--- config.mk ---
export PLATFORM = sky130hd
export DESIGN_NAME = four_motor_proportional_position_control
export DESIGN_NICKNAME = d
export VERILOG_FILES = /design/src/rtl/core/fmpc_pkg.sv /design/src/rtl/core/fmpc_front.sv /design/src/rtl/core/fmpc_back.sv /design/src/rtl/core/four_motor_proportional_position_control.sv
export SDC_FILE = /design/constraint.sdc
export NUM_CORES = 2
export LEC_CHECK = 0
export BUFFER_PORTS_ARGS = -buffer_cell sky130_fd_sc_hd__buf_4
export CORE_MARGIN = 2
export CORE_UTILIZATION = 37
export DETAILED_ROUTE_END_ITERATION = 8
export GPL_ROUTABILITY_DRIVEN = 0
export HOLD_SLACK_MARGIN = 0.12
export SLEW_MARGIN = 20
export SYNTH_ARGS = -nofsm -noshare
export SYNTH_HDL_FRONTEND = slang
export SYNTH_SLANG_ARGS = --single-unit
--- constraint.sdc ---
create_clock -name clk -period 11.1 [get_ports clk]
set_input_delay 0.555 -clock clk [delete_from_list [all_inputs] [get_ports clk]]
set_output_delay 0.555 -clock clk [all_outputs]
set_load 0.03 [all_outputs]
--- src/rtl/core/fmpc_pkg.sv ---
// Shared types, codes and reset values of the four-motor position controller.
package fmpc_pkg;

	// Channel count and field widths
	localparam int NUM_CH     = 4;
	localparam int CH_W       = 2;
	localparam int POS_W      = 16;
	localparam int DRV_W      = 10;
	localparam int GAIN_W     = 8;
	localparam int TCH_W      = 3;
	localparam int REQ_W      = 2;
	localparam int CFG_IDX_W  = 3;
	localparam int CFG_DATA_W = 10;
	localparam int IN_DATA_W  = 24;
	localparam int OUT_DATA_W = 48;

	// Kick starts once the error magnitude reaches this many counts
	localparam logic [POS_W-1:0] KICK_THR = 16'd10;
	// Product boundary between proportional and full drive
	localparam logic [14:0] PROD_LIMIT = 15'd1000;
	localparam logic [14:0] PROD_SAT   = 15'h7FFF;

	// Request codes on s_tuser
	localparam logic [REQ_W-1:0] REQ_TICK  = 2'd0;
	localparam logic [REQ_W-1:0] REQ_PULSE = 2'd1;
	localparam logic [REQ_W-1:0] REQ_SET   = 2'd2;

	// Command kinds held in the queue
	localparam logic [1:0] CMD_TICK  = 2'd0;
	localparam logic [1:0] CMD_PULSE = 2'd1;
	localparam logic [1:0] CMD_SET   = 2'd2;
	localparam logic [1:0] CMD_NOP   = 2'd3;

	// Configuration register indexes
	localparam logic [CFG_IDX_W-1:0] CFG_GAIN      = 3'd0;
	localparam logic [CFG_IDX_W-1:0] CFG_CTRL_EN   = 3'd1;
	localparam logic [CFG_IDX_W-1:0] CFG_TEN_EN    = 3'd2;
	localparam logic [CFG_IDX_W-1:0] CFG_TEN_CH    = 3'd3;
	localparam logic [CFG_IDX_W-1:0] CFG_DRV_MAX   = 3'd4;
	localparam logic [CFG_IDX_W-1:0] CFG_DRV_INIT  = 3'd5;
	localparam logic [CFG_IDX_W-1:0] CFG_DRV_MIN   = 3'd6;
	localparam logic [CFG_IDX_W-1:0] CFG_STOP_BAND = 3'd7;

	typedef struct packed {
		logic [GAIN_W-1:0] gain;
		logic              ctrl_en;
		logic              ten_en;
		logic [TCH_W-1:0]  ten_ch;
		logic [DRV_W-1:0]  drv_max;
		logic [DRV_W-1:0]  drv_init;
		logic [DRV_W-1:0]  drv_min;
		logic [DRV_W-1:0]  stop_band;
	} cfg_t;

	localparam cfg_t CFG_RESET = '{
		gain:      8'd25,
		ctrl_en:   1'b0,
		ten_en:    1'b0,
		ten_ch:    3'd1,
		drv_max:   10'd500,
		drv_init:  10'd400,
		drv_min:   10'd90,
		stop_band: 10'd50
	};

	typedef struct packed {
		logic [1:0]       kind;
		logic [CH_W-1:0]  ch;
		logic [POS_W-1:0] target;
	} cmd_t;

endpackage

--- src/rtl/core/fmpc_front.sv ---
// Front end: decodes input transactions into commands and queues them.
module fmpc_front (
	input  logic                              clk,
	input  logic                              arst_n,
	input  logic                              s_tvalid,
	output logic                              s_tready,
	// [1:0] channel, [17:2] target_value, [23:18] zero
	input  logic [fmpc_pkg::IN_DATA_W-1:0]    s_tdata,
	// [1:0] req_type
	input  logic [fmpc_pkg::REQ_W-1:0]        s_tuser,
	input  logic                              pop,
	output logic                              cmd_valid,
	output fmpc_pkg::cmd_t                    cmd
);
	import fmpc_pkg::*;

	cmd_t       mem_q [2];
	logic       wr_ptr_q;
	logic       rd_ptr_q;
	logic [1:0] count_q;
	cmd_t       dec;
	logic       push;
	logic       do_pop;

	// Classify the request
	always_comb begin
		dec.ch     = s_tdata[CH_W-1:0];
		dec.target = s_tdata[CH_W+POS_W-1:CH_W];
		unique case (s_tuser)
			REQ_TICK:  dec.kind = CMD_TICK;
			REQ_PULSE: dec.kind = CMD_PULSE;
			REQ_SET:   dec.kind = CMD_SET;
			default:   dec.kind = CMD_NOP;
		endcase
		// Drop pulses and targets aimed past the last channel
		if (int'(s_tdata[CH_W-1:0]) >= NUM_CH && dec.kind != CMD_TICK)
			dec.kind = CMD_NOP;
	end

	assign s_tready  = (count_q != 2'd2);
	assign push      = s_tvalid && s_tready;
	assign cmd_valid = (count_q != 2'd0);
	assign do_pop    = pop && cmd_valid;
	assign cmd       = mem_q[rd_ptr_q];

	// Store commands
	always_ff @(posedge clk) begin
		if (push)
			mem_q[wr_ptr_q] <= dec;
	end

	// Advance queue pointers
	always_ff @(posedge clk or negedge arst_n) begin
		if (!arst_n) begin
			wr_ptr_q <= 1'b0;
			rd_ptr_q <= 1'b0;
			count_q  <= 2'd0;
		end else begin
			if (push)
				wr_ptr_q <= ~wr_ptr_q;
			if (do_pop)
				rd_ptr_q <= ~rd_ptr_q;
			unique case ({push, do_pop})
				2'b10:   count_q <= count_q + 2'd1;
				2'b01:   count_q <= count_q - 2'd1;
				default: count_q <= count_q;
			endcase
		end
	end

endmodule

--- src/rtl/core/fmpc_back.sv ---
// Back end: channel state, per-channel update lanes and the output register.
module fmpc_back (
	input  logic                              clk,
	input  logic                              arst_n,
	input  fmpc_pkg::cfg_t                    cfg,
	input  logic                              cmd_valid,
	input  fmpc_pkg::cmd_t                    cmd,
	output logic                              pop,
	output logic                              m_tvalid,
	input  logic                              m_tready,
	output logic [fmpc_pkg::OUT_DATA_W-1:0]   m_tdata
);
	import fmpc_pkg::*;

	typedef struct packed {
		logic             kick;
		logic             moving;
		logic             fwd;
		logic [DRV_W-1:0] drive;
	} lane_t;

	logic [POS_W-1:0]      tgt_q  [NUM_CH];
	logic [POS_W-1:0]      cnt_q  [NUM_CH];
	lane_t                 lane_q [NUM_CH];
	logic [POS_W-1:0]      tgt_d  [NUM_CH];
	logic [POS_W-1:0]      cnt_d  [NUM_CH];
	lane_t                 lane_d [NUM_CH];
	lane_t                 tick_d [NUM_CH];
	logic [OUT_DATA_W-1:0] pack_d;
	logic                  m_tvalid_q;
	logic [OUT_DATA_W-1:0] m_tdata_q;

	// Drive decision once no kick is pending
	function automatic lane_t drive_step(lane_t l, logic [POS_W-1:0] mag,
			logic [14:0] prod, cfg_t c);
		lane_t r;
		r = l;
		if (mag < {{(POS_W-DRV_W){1'b0}}, c.stop_band}) begin
			r.drive  = '0;
			r.moving = 1'b0;
		end else if (prod > PROD_LIMIT) begin
			r.drive = c.drv_max;
		end else if (prod < PROD_LIMIT) begin
			r.drive = (prod[DRV_W-1:0] > c.drv_min) ? prod[DRV_W-1:0] : c.drv_min;
		end
		return r;
	endfunction

	// One tick on one lane; twice covers the tension channel in control mode
	function automatic lane_t lane_tick(lane_t l, logic [POS_W-1:0] tgt,
			logic [POS_W-1:0] cnt, logic upd, logic twice, cfg_t c);
		lane_t            r;
		logic [POS_W:0]   err;
		logic [POS_W:0]   neg;
		logic [POS_W-1:0] mag;
		logic [23:0]      prod_full;
		logic [14:0]      prod;
		r         = l;
		err       = {tgt[POS_W-1], tgt} - {cnt[POS_W-1], cnt};
		neg       = -err;
		mag       = err[POS_W] ? neg[POS_W-1:0] : err[POS_W-1:0];
		prod_full = c.gain * mag;
		prod      = (prod_full > {9'd0, PROD_SAT}) ? PROD_SAT : prod_full[14:0];
		if (upd) begin
			r.fwd = !err[POS_W] && (err != '0);
			if (l.kick) begin
				if (mag >= KICK_THR) begin
					r.kick  = 1'b0;
					r.drive = c.drv_init;
					if (twice)
						r = drive_step(r, mag, prod, c);
				end
			end else begin
				r = drive_step(r, mag, prod, c);
			end
		end
		return r;
	endfunction

	// Compute tick results in every lane
	always_comb begin
		for (int i = 0; i < NUM_CH; i++) begin
			logic hit;
			hit = cfg.ten_en && (cfg.ten_ch == TCH_W'(i + 1));
			tick_d[i] = lane_tick(lane_q[i], tgt_q[i], cnt_q[i], cfg.ctrl_en || hit,
				cfg.ctrl_en && hit, cfg);
		end
	end

	// Select next channel state by command kind
	always_comb begin
		for (int i = 0; i < NUM_CH; i++) begin
			tgt_d[i]  = tgt_q[i];
			cnt_d[i]  = cnt_q[i];
			lane_d[i] = lane_q[i];
		end
		unique case (cmd.kind)
			CMD_TICK: begin
				for (int i = 0; i < NUM_CH; i++)
					lane_d[i] = tick_d[i];
			end
			CMD_PULSE: begin
				cnt_d[cmd.ch] = lane_q[cmd.ch].fwd ? cnt_q[cmd.ch] + 16'd1
				                                   : cnt_q[cmd.ch] - 16'd1;
			end
			CMD_SET: begin
				tgt_d[cmd.ch]         = cmd.target;
				lane_d[cmd.ch].kick   = 1'b1;
				lane_d[cmd.ch].moving = 1'b1;
			end
			default: ;
		endcase
	end

	// Pack the result: drives from channel zero up, then direction and active bits
	always_comb begin
		pack_d = '0;
		for (int i = 0; i < NUM_CH; i++) begin
			pack_d[i*DRV_W +: DRV_W]          = lane_d[i].drive;
			pack_d[NUM_CH*DRV_W + i]          = lane_d[i].fwd;
			pack_d[NUM_CH*DRV_W + NUM_CH + i] = lane_d[i].moving;
		end
	end

	assign pop      = cmd_valid && (!m_tvalid_q || m_tready);
	assign m_tvalid = m_tvalid_q;
	assign m_tdata  = m_tdata_q;

	// Commit channel state
	always_ff @(posedge clk or negedge arst_n) begin
		if (!arst_n) begin
			for (int i = 0; i < NUM_CH; i++) begin
				tgt_q[i]  <= '0;
				cnt_q[i]  <= '0;
				lane_q[i] <= '0;
			end
			m_tvalid_q <= 1'b0;
		end else begin
			if (pop) begin
				for (int i = 0; i < NUM_CH; i++) begin
					tgt_q[i]  <= tgt_d[i];
					cnt_q[i]  <= cnt_d[i];
					lane_q[i] <= lane_d[i];
				end
				m_tvalid_q <= 1'b1;
			end else if (m_tready) begin
				m_tvalid_q <= 1'b0;
			end
		end
	end

	// Hold the result until taken
	always_ff @(posedge clk) begin
		if (pop)
			m_tdata_q <= pack_d;
	end

endmodule

--- src/rtl/core/four_motor_proportional_position_control.sv ---
// Top level of the four-motor proportional position controller.
// Path: an accepted item is written into the command queue, then into the output register.
// Throughput: one item per cycle while m_tready holds; a two-entry command queue decouples the sides.
// The per-channel update lanes run in parallel, one multiplier per lane.
// Reset (arst_n low) clears all channel state, empties the queue and the
// output register, and returns the configuration registers to their defaults.
module four_motor_proportional_position_control (
	input  logic                              clk,
	input  logic                              arst_n,
	input  logic                              s_tvalid,
	output logic                              s_tready,
	// [1:0] channel, [17:2] target_value, [23:18] zero
	input  logic [fmpc_pkg::IN_DATA_W-1:0]    s_tdata,
	// [1:0] req_type
	input  logic [fmpc_pkg::REQ_W-1:0]        s_tuser,
	output logic                              m_tvalid,
	input  logic                              m_tready,
	// [9:0] drive_ch0, [19:10] drive_ch1, [29:20] drive_ch2, [39:30] drive_ch3,
	// [43:40] forward_bits, [47:44] active_bits
	output logic [fmpc_pkg::OUT_DATA_W-1:0]   m_tdata,
	input  logic                              cfg_valid,
	output logic                              cfg_ready,
	input  logic [fmpc_pkg::CFG_IDX_W-1:0]    cfg_index,
	input  logic [fmpc_pkg::CFG_DATA_W-1:0]   cfg_data
);
	import fmpc_pkg::*;

	cfg_t cfg_q;
	logic q_valid;
	logic q_pop;
	cmd_t q_cmd;

	assign cfg_ready = 1'b1;

	// Write configuration registers
	always_ff @(posedge clk or negedge arst_n) begin
		if (!arst_n) begin
			cfg_q <= CFG_RESET;
		end else if (cfg_valid) begin
			unique case (cfg_index)
				CFG_GAIN:      cfg_q.gain      <= cfg_data[GAIN_W-1:0];
				CFG_CTRL_EN:   cfg_q.ctrl_en   <= cfg_data[0];
				CFG_TEN_EN:    cfg_q.ten_en    <= cfg_data[0];
				CFG_TEN_CH:    cfg_q.ten_ch    <= cfg_data[TCH_W-1:0];
				CFG_DRV_MAX:   cfg_q.drv_max   <= cfg_data[DRV_W-1:0];
				CFG_DRV_INIT:  cfg_q.drv_init  <= cfg_data[DRV_W-1:0];
				CFG_DRV_MIN:   cfg_q.drv_min   <= cfg_data[DRV_W-1:0];
				CFG_STOP_BAND: cfg_q.stop_band <= cfg_data[DRV_W-1:0];
				default: ;
			endcase
		end
	end

	fmpc_front u_front (
		.clk       (clk),
		.arst_n    (arst_n),
		.s_tvalid  (s_tvalid),
		.s_tready  (s_tready),
		.s_tdata   (s_tdata),
		.s_tuser   (s_tuser),
		.pop       (q_pop),
		.cmd_valid (q_valid),
		.cmd       (q_cmd)
	);

	fmpc_back u_back (
		.clk       (clk),
		.arst_n    (arst_n),
		.cfg       (cfg_q),
		.cmd_valid (q_valid),
		.cmd       (q_cmd),
		.pop       (q_pop),
		.m_tvalid  (m_tvalid),
		.m_tready  (m_tready),
		.m_tdata   (m_tdata)
	);

endmodule

==> results.sh <==
export IMPL_synth_fa_ha_area_frac=0.266
export IMPL_fin_skew_ns=0.0183
export IMPL_antenna_found_initial=4
export IMPL_cp_slowest_cell="fa_1"
export IMPL_synth_xor_area_share=0.0309
export IMPL_grt_setup_unrepaired="true"
export IMPL_synth_area_um2=41300
export IMPL_cp_end_kind="flip-flop"
export IMPL_track_usage=0.225
export IMPL_fin_ws_ns=0.461
export IMPL_crit_type="reg2reg"
export IMPL_r2r_slack_ns=0.46
export IMPL_synth_top_flop_cell="dfrtp_1"
export IMPL_grt_pass1_vias=35700
export IMPL_mostFrequentLayoutCells="526 x inv_1, 502 x nand2_1, 340 x fa_1"
export IMPL_syn2layout_area_growth_pct=12.3
export IMPL_hold_start="s_tdata[5]"
export IMPL_cts_buffers=38
export IMPL_critPathMaxFanout=9
export IMPL_period_needed_ns=10.64
export IMPL_worst_r2r_startpoint="u_back.cnt_q[32]"
export IMPL_layout_commonest_cell="inv_1"
export IMPL_ys_seq_elements=326
export IMPL_cpPeakStageDelay_ns=0.55
export IMPL_synth_compound_area_frac=0.182
export IMPL_cap_violations=0
export IMPL_clock_latency_ns=0.58
export IMPL_grt_max_degree=140
export IMPL_io_pin_count=95
export IMPL_ant_nets=0
export IMPL_final_nets=5636
export IMPL_dieArea_um2=114000
export IMPL_finalHoldViolations=0
export IMPL_ys_warn_count=0
export IMPL_cp_endpoint="u_back.m_tdata[17]"
export IMPL_clk_pin_slew_ns=0.06
export IMPL_cts_tree="built"
export IMPL_rows=122
export IMPL_overflow=0
export IMPL_period_share=0.958
export IMPL_crit_top_cell="fa_1"
export IMPL_synthSimpleGateAreaFrac=0.201
export IMPL_layout_drive_gt1_share=0.132
export IMPL_required_ns=11.41
export IMPL_synth_top_family_by_area="adder cells"
export IMPL_htree_levels=2
export IMPL_clockRootBuffer="clkbuf_16"
export IMPL_drt_wl_total_um=130000
export IMPL_dp_hpwl_um=101000
export IMPL_cp_arrival_ns=10.95
export IMPL_synth_edf_count=88
export IMPL_syn_nets=5515
export IMPL_synthMuxAreaShare=0.0428
export IMPL_initial_core_util=0.373
export IMPL_synth_yosys_seq_area_share=0.209
export IMPL_drcViolationCount=0
export IMPL_synth_cell_types=106
export IMPL_n_fill_cell=11300
export IMPL_cp_start_kind="flip-flop"
export IMPL_synth_area_per_cell_um2=8.62
export IMPL_drtPass1Iterations=6
export IMPL_holdCritPathClass="in2reg"
export IMPL_setup_viol=0
export IMPL_place_ws_ns=-0.0553
export IMPL_fp_dieW_um=338
export IMPL_reg2reg_depth=39
export IMPL_maxSlewViolCount=0
export IMPL_io_buffers=87
export IMPL_drt_iter0_markers=2887
export IMPL_postSynthCellCount=4795
export IMPL_timing_fmax_mhz=94.0
export IMPL_vias_per_cell=5.57
export IMPL_coreArea_um2=111000
export IMPL_num_vias=35800
export IMPL_grt_pass1_wl_um=206000
export IMPL_worst_pin_slew_ns=1.20
export IMPL_crit_start="u_back.cnt_q[32]"
export IMPL_async_flop_share=0.730
export IMPL_die_h_um=338
export IMPL_status="finished, final reports clean"
export IMPL_clk_path_buf_depth=3
export IMPL_r2r_end="u_back.m_tdata[17]"
export IMPL_relSlewSlack=0.179
export IMPL_routedWlPerCell_um=20.2
export IMPL_clock_sinks=326
registers in the layout, summed over array words and instances (netlist names):
name / flops
u_back.cnt_q: 64
u_back.m_tdata: 48
u_front.count_q: 2
cfg_q: 53
u_front.rd_ptr_q: 1
u_front.mem_q: 40
u_back.m_tvalid: 1
u_front.wr_ptr_q: 1
u_back.lane_q: 52
u_back.tgt_q: 64
cells in the mapped netlist, types with 23 or more instances:
library cell	number	area share
a211oi_1	60	0.011
a21o_1	69	0.013
a21oi_1	205	0.025
a31oi_1	47	0.0071
and2_1	287	0.043
and3_1	23	0.0035
clkbuf_1	180	0.016
dfrtp_1	218	0.13
edfxtp_1	88	0.064
fa_1	341	0.17
ha_1	335	0.10
inv_1	528	0.048
mux2_2	118	0.032
mux2i_1	44	0.011
nand2_1	505	0.046
nand2b_1	88	0.013
nand3_1	80	0.0097
nand4_1	33	0.0050
nor2_1	284	0.026
nor2b_1	119	0.018
nor3_1	75	0.0091
nor4_1	29	0.0044
o211ai_1	29	0.0053
o21a_1	69	0.013
o21ai_0	229	0.028
o21ai_1	30	0.0036
o31ai_1	63	0.011
or2_2	27	0.0041
or3_1	30	0.0045
xnor2_1	89	0.019
xor2_1	53	0.011
per-layer routing:
layer  wire length (µm)  GRT usage  up-vias
met5                 46          0        -
met3               8290     0.0352      217
met4               5080     0.0780        8
met2              58600      0.361     1060
li1                   -          -    16800
met1              58000      0.309    17700
per-stage QoR:
step | setup TNS [ns] | std cells | utilization | instance area, µm² | hold slack [ns]
after floorplan | 0 | 4795 | - | 41300 | 0.259
after global placement | 0 | 6347 | 0.402 | 44500 | 0.464
after detailed placement | -0.145 | 6347 | 0.402 | 44500 | 0.470
after CTS | 0 | 6418 | 0.413 | 45800 | 0.140
after global routing | -0.676 | 6434 | 0.419 | 46400 | 0.152
final | 0 | 6436 | 0.419 | 46400 | 0.166
repair_timing:
action,CTS,global route
hold buffers,1,0
gates cloned,0,1
pin swaps,0,14
resized for setup,3,95
setup endpoints to repair,10,80
hold endpoints to repair,79,0
setup buffers,0,14
worst max-delay path: cells and delay by family (launching register included):
family,cells,cell delay [ns]
xor gates and xnor gates,1,0.30
muxes,1,0.16
DFF,1,0.41
AOI/OAI and AO/OA,14,3.20
buffers and inverters,5,0.62
and+or+nand+nor,10,2.38
adders and majority gates,8,3.26
how the worst min path moves through the flow:
stage / to / slack, ns / depth (start not counted)
2_1_floorplan: cfg_q[0] / 0.26 / 0
3_3_place_gp: u_back.cnt_q[2] / 0.46 / 2
3_5_place_dp: u_back.cnt_q[2] / 0.47 / 2
4_1_cts: u_front.mem_q[0][3] / 0.14 / 1
5_1_grt: u_front.mem_q[0][14] / 0.15 / 1
6_report: u_front.mem_q[0][3] / 0.17 / 1
cell type report:
cell class / count / area [µm²] / share of cell area
antenna: 2 / 5.00 / 0.000108
clock buffer: 51 / 1070 / 0.0231
clock inverter: 19 / 178 / 0.00383
inverter: 531 / 1990 / 0.0429
multi-input combinational: 3734 / 30500 / 0.657
sequential: 326 / 8630 / 0.186
tap: 1488 / 1860 / 0.0401
timing repair buffer: 285 / 2190 / 0.0472
logic make-up (layout without fill, tap and decap cells):
group           Yosys count  after routing
compound gates         1102           1103
xor+xnor                144            144
fa+ha+maj               676            676
buf+inv                 736            886
flops                   326            326
mux                     162            162
other cells               1              3
simple gates           1648           1648
Power is left out: the tool's default activity adds up to more than one toggle a clock period on the data nets, which glitch-free logic cannot reach.
